## config.mk

```make
export PLATFORM = sky130hd
export DESIGN_NAME = primality_trial_division
export DESIGN_NICKNAME = d
export VERILOG_FILES = /design/src/rtl/ptd_pkg.sv /design/src/rtl/ptd_datapath.sv /design/src/rtl/ptd_ctrl.sv /design/src/rtl/primality_trial_division.sv
export SDC_FILE = /design/constraint.sdc
export NUM_CORES = 1
export LEC_CHECK = 0
export ABC_AREA = 1
export BUFFER_PORTS_ARGS = -buffer_cell sky130_fd_sc_hd__clkbuf_2
export CAP_MARGIN = 30
export CORE_ASPECT_RATIO = 1.4
export CORE_MARGIN = 2
export CORE_UTILIZATION = 63
export DETAILED_ROUTE_END_ITERATION = 10
export PLACE_DENSITY = 0.81
export SKIP_CTS_REPAIR_TIMING = 1
export SLEW_MARGIN = 40
export SYNTH_ARGS = -nofsm -noshare
export SYNTH_HDL_FRONTEND = slang
export SYNTH_SLANG_ARGS = --single-unit
export TNS_END_PERCENT = 1
```

## constraint.sdc

```tcl
create_clock -name clk -period 3.35 [get_ports clk]
set_clock_uncertainty 0.05 [all_clocks]
set_input_delay 0.335 -clock clk [delete_from_list [all_inputs] [get_ports clk]]
set_output_delay 0.335 -clock clk [all_outputs]
set_load 0.005 [all_outputs]
```

## src/rtl/ptd_pkg.sv

```systemverilog
// ----------------------------------------------------------------------------
// ptd_pkg
// Shared widths, state encoding and controller/datapath interface types.
// ----------------------------------------------------------------------------
`default_nettype none

package ptd_pkg;

  // Width of the tested number
  localparam int NUMBER_WIDTH = 32;
  // Stream data widths, padded to whole bytes
  localparam int S_TDATA_W    = ((NUMBER_WIDTH + 7) / 8) * 8;
  localparam int M_TDATA_W    = 8;
  // Bit-serial divider iteration counter
  localparam int CNT_W        = $clog2(NUMBER_WIDTH);

  typedef logic [NUMBER_WIDTH-1:0] num_t;

  // First odd trial divisor and the divisor increment
  localparam num_t FIRST_DIV  = num_t'(3);
  localparam num_t DIV_STEP   = num_t'(2);
  localparam num_t SMALL_PRIME = num_t'(2);

  typedef enum logic [2:0] {
    ST_IDLE,
    ST_CLASSIFY,
    ST_DIVIDE,
    ST_TEST,
    ST_FINISH
  } state_t;

  // Controller to datapath
  typedef struct packed {
    logic load;       // capture number, reset divisor
    logic div_start;  // start a division of number by divisor
    logic div_step;   // one restoring division step
    logic next_div;   // advance to the next odd divisor
    logic ans_wr;     // write the answer register
    logic ans_val;    // answer to write
    logic out_load;   // move the answer to the output register
  } ptd_cmd_t;

  // Datapath to controller
  typedef struct packed {
    logic trivial;        // number decided without trial division
    logic trivial_prime;  // that decision, when trivial
    logic div_last;       // current step is the last of the division
    logic keep_going;     // divisor <= quotient
    logic rem_zero;       // remainder is zero
  } ptd_stat_t;

endpackage

`default_nettype wire

```

## src/rtl/ptd_datapath.sv

```systemverilog
// ----------------------------------------------------------------------------
// ptd_datapath
// Number and divisor registers, bit-serial restoring divider, answer and
// output registers.
// ----------------------------------------------------------------------------
`default_nettype none

module ptd_datapath (
  input  logic                               clk,
  input  logic [ptd_pkg::NUMBER_WIDTH-1:0]   number,
  input  ptd_pkg::ptd_cmd_t                  cmd,
  output ptd_pkg::ptd_stat_t                 stat,
  output logic                               is_prime
);
  import ptd_pkg::*;

  num_t             num;
  num_t             divisor;
  num_t             rem;
  num_t             quo;
  logic [CNT_W-1:0] cnt;
  logic             ans;

  logic [NUMBER_WIDTH:0] trial;
  logic [NUMBER_WIDTH:0] diff;
  logic                  fits;

  // Shift the next dividend bit into the partial remainder and try subtracting
  assign trial = {rem, quo[NUMBER_WIDTH-1]};
  assign diff  = trial - {1'b0, divisor};
  assign fits  = trial >= {1'b0, divisor};

  // Hold the number and walk the odd divisors
  always_ff @(posedge clk) begin
    if (cmd.load) begin
      num     <= number;
      divisor <= FIRST_DIV;
    end else if (cmd.next_div) begin
      divisor <= divisor + DIV_STEP;
    end
  end

  // Restoring division, one quotient bit per step
  always_ff @(posedge clk) begin
    if (cmd.div_start) begin
      rem <= '0;
      quo <= num;
      cnt <= CNT_W'(NUMBER_WIDTH - 1);
    end else if (cmd.div_step) begin
      rem <= fits ? diff[NUMBER_WIDTH-1:0] : trial[NUMBER_WIDTH-1:0];
      quo <= {quo[NUMBER_WIDTH-2:0], fits};
      cnt <= cnt - CNT_W'(1);
    end
  end

  // Answer and output registers
  always_ff @(posedge clk) begin
    if (cmd.ans_wr) begin
      ans <= cmd.ans_val;
    end
    if (cmd.out_load) begin
      is_prime <= ans;
    end
  end

  // Status: negatives, zero, one and evens need no division; two is prime
  always_comb begin
    stat.trivial       = num[NUMBER_WIDTH-1] | (num[NUMBER_WIDTH-1:1] == '0) | ~num[0];
    stat.trivial_prime = (num == SMALL_PRIME);
    stat.div_last      = (cnt == '0);
    stat.keep_going    = (divisor <= quo);
    stat.rem_zero      = (rem == '0);
  end

endmodule

`default_nettype wire

```

## src/rtl/ptd_ctrl.sv

```systemverilog
// ----------------------------------------------------------------------------
// ptd_ctrl
// Sequencer for the trial-division loop and the output handshake.
// ----------------------------------------------------------------------------
`default_nettype none

module ptd_ctrl (
  input  logic                clk,
  input  logic                rst,
  input  logic                s_tvalid,
  output logic                s_tready,
  output logic                m_tvalid,
  input  logic                m_tready,
  input  ptd_pkg::ptd_stat_t  stat,
  output ptd_pkg::ptd_cmd_t   cmd
);
  import ptd_pkg::*;

  state_t state;
  state_t state_next;
  logic   out_valid;
  logic   slot_free;

  assign slot_free = ~out_valid | m_tready;
  assign s_tready  = (state == ST_IDLE);
  assign m_tvalid  = out_valid;

  // State register
  always_ff @(posedge clk) begin
    if (rst) begin
      state <= ST_IDLE;
    end else begin
      state <= state_next;
    end
  end

  // Output valid: set on load, drop when the beat is taken
  always_ff @(posedge clk) begin
    if (rst) begin
      out_valid <= 1'b0;
    end else if (cmd.out_load) begin
      out_valid <= 1'b1;
    end else if (m_tready) begin
      out_valid <= 1'b0;
    end
  end

  // Next state and datapath commands
  always_comb begin
    state_next = state;
    cmd        = '0;
    case (state)
      ST_IDLE: begin
        if (s_tvalid) begin
          cmd.load   = 1'b1;
          state_next = ST_CLASSIFY;
        end
      end
      ST_CLASSIFY: begin
        if (stat.trivial) begin
          cmd.ans_wr  = 1'b1;
          cmd.ans_val = stat.trivial_prime;
          state_next  = ST_FINISH;
        end else begin
          cmd.div_start = 1'b1;
          state_next    = ST_DIVIDE;
        end
      end
      ST_DIVIDE: begin
        cmd.div_step = 1'b1;
        if (stat.div_last) begin
          state_next = ST_TEST;
        end
      end
      ST_TEST: begin
        if (!stat.keep_going) begin
          // divisor squared exceeds the number: no factor found
          cmd.ans_wr  = 1'b1;
          cmd.ans_val = 1'b1;
          state_next  = ST_FINISH;
        end else if (stat.rem_zero) begin
          cmd.ans_wr  = 1'b1;
          cmd.ans_val = 1'b0;
          state_next  = ST_FINISH;
        end else begin
          cmd.next_div  = 1'b1;
          cmd.div_start = 1'b1;
          state_next    = ST_DIVIDE;
        end
      end
      ST_FINISH: begin
        if (slot_free) begin
          cmd.out_load = 1'b1;
          state_next   = ST_IDLE;
        end
      end
      default: begin
        state_next = ST_IDLE;
      end
    endcase
  end

endmodule

`default_nettype wire

```

## src/rtl/primality_trial_division.sv

```systemverilog
// ----------------------------------------------------------------------------
// primality_trial_division
// Trial-division primality test of one signed integer per input beat.
// ----------------------------------------------------------------------------
// Usage:
//   s_* carries the number to test; m_* returns one beat with is_prime.
//   Negative values, zero, one and even values other than two are decided
//   without division. Odd values are divided by 3, 5, 7, ... with a
//   bit-serial restoring divider: each trial divisor takes NUMBER_WIDTH
//   divide steps and one test step. A large 32-bit prime needs about
//   23170 divisors.
//   One number is worked on at a time; s_tready is high only while idle.
//   A finished result sits in the output register, so a new number is
//   taken while m_tvalid waits on m_tready. If that register is still full
//   when the next result is done, the sequencer holds until it is taken.
//   Reset (rst, synchronous) returns the sequencer to idle and drops
//   m_tvalid; no state is kept between numbers.
// ----------------------------------------------------------------------------
`default_nettype none

module primality_trial_division (
  input  logic                             clk,
  input  logic                             rst,
  input  logic                             s_tvalid,
  output logic                             s_tready,
  input  logic [ptd_pkg::S_TDATA_W-1:0]    s_tdata,   // [NUMBER_WIDTH-1:0] number
  output logic                             m_tvalid,
  input  logic                             m_tready,
  output logic [ptd_pkg::M_TDATA_W-1:0]    m_tdata    // [0] is_prime, rest zero
);
  import ptd_pkg::*;

  ptd_cmd_t  cmd;
  ptd_stat_t stat;
  logic      is_prime;

  // Sequencer
  ptd_ctrl u_ctrl (
    .clk      (clk),
    .rst      (rst),
    .s_tvalid (s_tvalid),
    .s_tready (s_tready),
    .m_tvalid (m_tvalid),
    .m_tready (m_tready),
    .stat     (stat),
    .cmd      (cmd)
  );

  // Divider and registers
  ptd_datapath u_datapath (
    .clk      (clk),
    .number   (s_tdata[NUMBER_WIDTH-1:0]),
    .cmd      (cmd),
    .stat     (stat),
    .is_prime (is_prime)
  );

  // Pack the result beat
  assign m_tdata = {{(M_TDATA_W - 1){1'b0}}, is_prime};

endmodule

`default_nettype wire

```

## Yosys cells after proc, flatten, opt, wreduce, memory -nomap -nowiden

Index checks and enable logic that the tools add are counted.

| word-level totals | value |
|---|---|
| logic and storage cells | 60 |
| flip-flop bits (word level) | 139 |
| output and inout bits | 10 |

| operators by class | value |
|---|---|
| magnitude comparators | 2 |
| reduce and logical (&&, ||, !) cells | 7 |
| muxes and demuxes | 26 |
| $add $sub $neg | 3 |
| bitwise gates (word level) | 5 |
| eq/ne operators | 8 |

Operators with widths:

| cell | count |
|---|---|
| $mux W32 | 3 |
| $ge A33 B32 Y1 | 1 |
| $add A32 B2 Y32 const B | 1 |
| $eq A32 B2 Y1 const B | 1 |
| $le A32 B32 Y1 | 1 |
| $logic_not A32 Y1 | 1 |
| $sub A32 B32 Y32 | 1 |
| $logic_not A31 Y1 | 1 |
| $mux W3 | 6 |
| $pmux W3 S5 | 1 |
| $mux W1 | 11 |
| $eq A3 B2 Y1 const B | 2 |
| $mux W2 | 3 |
| $logic_not A5 Y1 | 1 |
| $sub A5 B1 Y5 const B | 1 |
| $ne A2 B2 Y1 const B | 2 |
| $pmux W2 S2 | 1 |
| $reduce_bool A2 Y1 | 2 |
| $eq A3 B1 Y1 const B | 1 |
| $eq A3 B3 Y1 const B | 1 |
| $logic_not A3 Y1 | 1 |
| $or A1 B1 Y1 | 3 |
| $reduce_and A3 Y1 | 1 |
| $ne A2 B1 Y1 const B | 1 |
| other kinds (2) | 3 |

## Longest topological paths before layout

| depth | value |
|---|---|
| word-level depth | 6 |
| mapped depth | 17 |
| depth with buffers taken out | 17 |

## Cells and area by module

From an unflattened synthesis, not the netlist that was laid out.

| second synthesis, totals | value |
|---|---|
| cells, all modules | 1371 |
| area total of the unflattened synthesis | 9546.7 sq um |

Modules (own cells, without submodules):

| module | seq. area each (sq um) | cells each | instances | area each (sq um) |
|---|---|---|---|---|
| ptd_datapath | 3343.2 | 1311 | 1 | 9188.8 |
| ptd_ctrl | 80.1 | 51 | 1 | 294.0 |
| primality_trial_division | 0.0 | 9 | 1 | 63.8 |

## Least setup slack after synthesis

No wires, ideal clock.

| path | value |
|---|---|
| path kind | reg-to-reg |
| from | reg u_datapath.quo[31] |
| to | reg u_datapath.quo[0] (enable) |
| path slack | 0.270 ns |
| arrival time | 2.463 ns |
| cell stages (with the launch flop) | 14 |
| setup time | 0.568 ns |
| path through | edfxtp_1 -> inv_1 -> ha_1 -> nand2_1 -> nor2_1 -> nand2_1 -> nor2_1 -> and2b_1 -> nand2_1 -> nand2_1 -> nand2_2 -> nand3_2 -> buf_6 -> nand3_1 |

| between the ends | value |
|---|---|
| cells in the longest elaborated chain, start to end | 4 |

RTL lines:

| item | RTL line | text |
|---|---|---|
| start, declared | ptd_datapath.sv:20 | `num_t quo;` |
| start signal, assigned | ptd_datapath.sv:47 | `quo <= num;` |
| start signal, assigned | ptd_datapath.sv:51 | `quo <= {quo[NUMBER_WIDTH-2:0], fits};` |
| $le A32 B32 Y1 | ptd_datapath.sv:71 | `stat.keep_going = (divisor <= quo);` |
| $mux W1 | ptd_ctrl.sv:76 | `if (!stat.keep_going) begin` |
| $pmux W1 S2 | ptd_ctrl.sv:52 | `case (state)` |
| $reduce_bool A2 Y1 (no line) | - |  |

No other way between the ends.
A chain may end at the register's enable or synchronous reset.

## Worst setup path after layout

| path | value |
|---|---|
| from | reg u_datapath.divisor[5] |
| to | reg u_datapath.rem[16] |

| between the ends | value |
|---|---|
| cells in the longest elaborated chain, start to end | 3 |

RTL lines:

| item | RTL line | text |
|---|---|---|
| start, declared | ptd_datapath.sv:18 | `num_t divisor;` |
| start signal, assigned | ptd_datapath.sv:39 | `divisor <= divisor + DIV_STEP;` |
| $le A32 B32 Y1 | ptd_datapath.sv:71 |  |
| $mux W1 | ptd_ctrl.sv:76 |  |
| $pmux W1 S2 | ptd_ctrl.sv:52 |  |
| end signal, assigned | ptd_datapath.sv:50 | `rem <= fits ? diff[NUMBER_WIDTH-1:0] : trial[NUMBER_WIDTH-1:0];` |
| end, declared | ptd_datapath.sv:19 | `num_t rem;` |

Parallel ways exist; a longest one is shown, timed or not.

==> flow_metrics.py <==
metrics = {
    "run_status": {
        "status": "completed",
    },
    "detailed_routing": {
        "drt_iter0_markers": 894,
        "wl_per_cell_um": 17.0,
        "wirelength_um": 28900,
        "drc": 0,
        "final_antenna_net_count": 0,
        "dr_total_vias": 9848,
        "vias_per_cell": 5.79,
        "first_pass_iters": 6,
    },
    "layout": {
        "diodes": 0,
        "drive_above_1_share_pct": 6.45,
        "area.growth.synth_to_final_pct": 8.66,
        "fin_nets": 1593,
        "finalNonFillerCells": 1700,
    },
    "setup_path": {
        "start_kind": "flip-flop",
        "cp_cell_sequence": "inv_1 > ha_1 > nand2_1 > nor2_1 > nand3_1 > nand3b_1 > nand2_1 > nand3_1 > nand2_2 > nand2_2 > buf_4 > nand2_1 > nand3_1 > nand2_1",
        "crit_arrival_ns": 3.17,
        "path_class": "flip-flop to flip-flop",
        "slowest_stage": "dfxtp_1",
        "cpPeakStageDelay_ns": 0.49,
        "critPathMostFrequentCell": "nand2_1",
        "cp-end-kind": "flip-flop",
        "crit_required_ns": 3.61,
        "cp_max_fo": 21,
    },
    "yosys": {
        "ys.flop_type": "dfxtp_1",
        "syn_area_um2": 9950,
        "synthArstFlopShare_pct": 0,
        "syn_area_per_cell_um2": 6.80,
        "synth_area_leaders": "edfxtp_1 (20%), nand2_1 (18%), dfxtp_1 (14%)",
        "synth.largest_area_cell": "edfxtp_1",
        "synthMostInstantiatedCell": "nand2_1",
        "synthCells": 1464,
        "yosys_warnings": 0,
        "ys_seq_area_share_pct": 34.4,
        "yosysUniqueCellTypes": 39,
        "synth_top_area_share_pct": 19.9,
        "synth_seq_cells": 138,
        "synth_edf_count": 66,
        "synthTopCellsByCount": "nand2_1 (477), inv_1 (214), nand3_1 (116)",
    },
    "global_route": {
        "top_usage_layer": "met2",
        "grt_pass1_wl_um": 45900,
        "use_met1_pct": 40.9,
        "first_global_vias": 9351,
        "grt_overflow": 0,
        "gr-usage-met2_pct": 60.2,
        "antenna_found_initial": 0,
        "track_usage_pct": 35.1,
        "grt_max_degree": 43,
        "grtUsageMet3_pct": 4.88,
    },
    "timing": {
        "hold_viol_final": 0,
        "setup_viol": 0,
        "tns_ns": 0,
        "rsz0062_at_grt": "no",
        "slew_viol_final": 0,
        "clock.fmax_mhz": 344,
        "relSlewSlack_pct": 52.9,
        "finalCritPeriodShare_pct": 86.8,
        "min_period_ns": 2.91,
        "tightest_slew_ns": 0.701,
    },
    "clock_tree": {
        "clk_pin_slew_ns": 0.07,
        "cts_buffers": 17,
        "clkSinkCount": 138,
        "cts_buffer_depth": 2,
        "cts_root_buf": "clkbuf_16",
        "clk-insertion-delay-late_ns": 0.43,
        "cts_tree": "built",
        "htreeDepth": 4,
    },
    "flow_run": {
        "max_cap_violations": 0,
    },
    "floorplan": {
        "core.rowCount": 54,
        "chipHeight_um": 153,
        "coreArea_um2": 15500,
        "die_w_um": 110,
        "dieArea_um2": 16800,
        "io_pins": 46,
        "initial_core_util_pct": 64.0,
    },
    "place": {
        "dp_hpwl_um": 21200,
        "placedCellCount": 1668,
        "globalplace.congestion": 1.06,
        "port_buffers": 38,
    },
    "power": {
        "p_leak_nw": 5.28,
        "powerDensity_nw_per_um2": 985,
        "ir_worst_vdd_mv": 0.974,
    },
    "worst_hold_path": {
        "hp-class": "primary input to flip-flop",
    },
}
==> logic make-up (layout without fill, tap and decap cells) <==
family / count (synthesis) / count (layout) / share of synthesized area [%]
DFF: 138 / 138 / 34.4
other: 1 / 7 / 0.0377
adders and majority gates: 66 / 66 / 8.37
and+or+nand+nor: 844 / 844 / 36.8
buffers and inverters: 267 / 301 / 11.2
AOI/OAI and AO/OA: 112 / 112 / 5.93
xor gates and xnor gates: 36 / 36 / 3.17
==> power by group <==
part           internal (mW)  leakage, nW  switching, mW
clock                   1.11        0.286          0.785
combinational           2.08         3.79           4.34
sequential              2.11         1.20          0.228
==> path summary, 6_finish.rpt <==
| path | startpoint | end | slack, ns | cells past startpoint |
|---|---|---|---|---|
| max | u_datapath.divisor[5] | u_datapath.rem[16] | 0.44 | 14 |
| min reg2reg | u_datapath.ans | u_datapath.is_prime | 0.39 | 0 |
| min | s_tdata[3] | u_datapath.num[3] | 0.03 | 1 |
| max reg2reg | u_datapath.divisor[5] | u_datapath.rem[16] | 0.44 | 14 |
==> layout by cell type, fill, tap and decap left out, types with 20 or more instances in the layout <==
cell type	n
nand2_1	477
nor2_1	107
inv_1	213
a21oi_1	63
clkbuf_2	38
o21ai_1	29
dfxtp_1	72
nor3_1	26
nand3_1	116
edfxtp_1	66
ha_1	65
nand4_1	81
xor2_1	20
==> flip-flops by register name, indices dropped and copies added (netlist names) <==
name / count
u_datapath.rem: 32
u_ctrl.m_tvalid: 1
u_datapath.ans: 1
u_ctrl.state: 3
u_datapath.divisor: 31
u_datapath.is_prime: 1
u_datapath.quo: 32
u_datapath.cnt: 5
u_datapath.num: 32
==> worst max-delay path, delay by kind of cell (launching register included) <==
kind	cells	cell delay (ns)
adders and majority gates	1	0.38
buffers and inverters	2	0.47
and+or+nand+nor	11	1.40
DFF	1	0.49
==> per-stage QoR <==
stage	setup slack, ns	util, %	hold WS [ns]	power (mW)	instance area (µm²)
finish	0.442	69.6	0.0321	10.7	10800
global route	0.263	69.6	0.0279	11.6	10800
CTS	0.547	69.6	0.0321	10.5	10800
detailed placement	0.554	65.8	0.379	8.60	10200
global placement	0.573	65.8	0.388	8.56	10200
floorplan	0.270	-	0.350	7.11	9970
==> area by class of cell <==
cell class	count	area, µm²
Clock buffer	18	429
Clock inverter	14	158
Fill cell	1353	4730
Inverter	215	807
Multi-Input combinational cell	1065	5440
Sequential cell	138	3420
Tap cell	196	245
Timing Repair Buffer	54	310
==> metal layers <==
layer | share of wire (%) | wire length, µm
met3 | 6.2 | 1800
met4 | 6.3 | 1820
met2 | 50 | 14300
met5 | 0 | 0
met1 | 38 | 10900
Note: power is estimated with default switching activity, not from simulation.
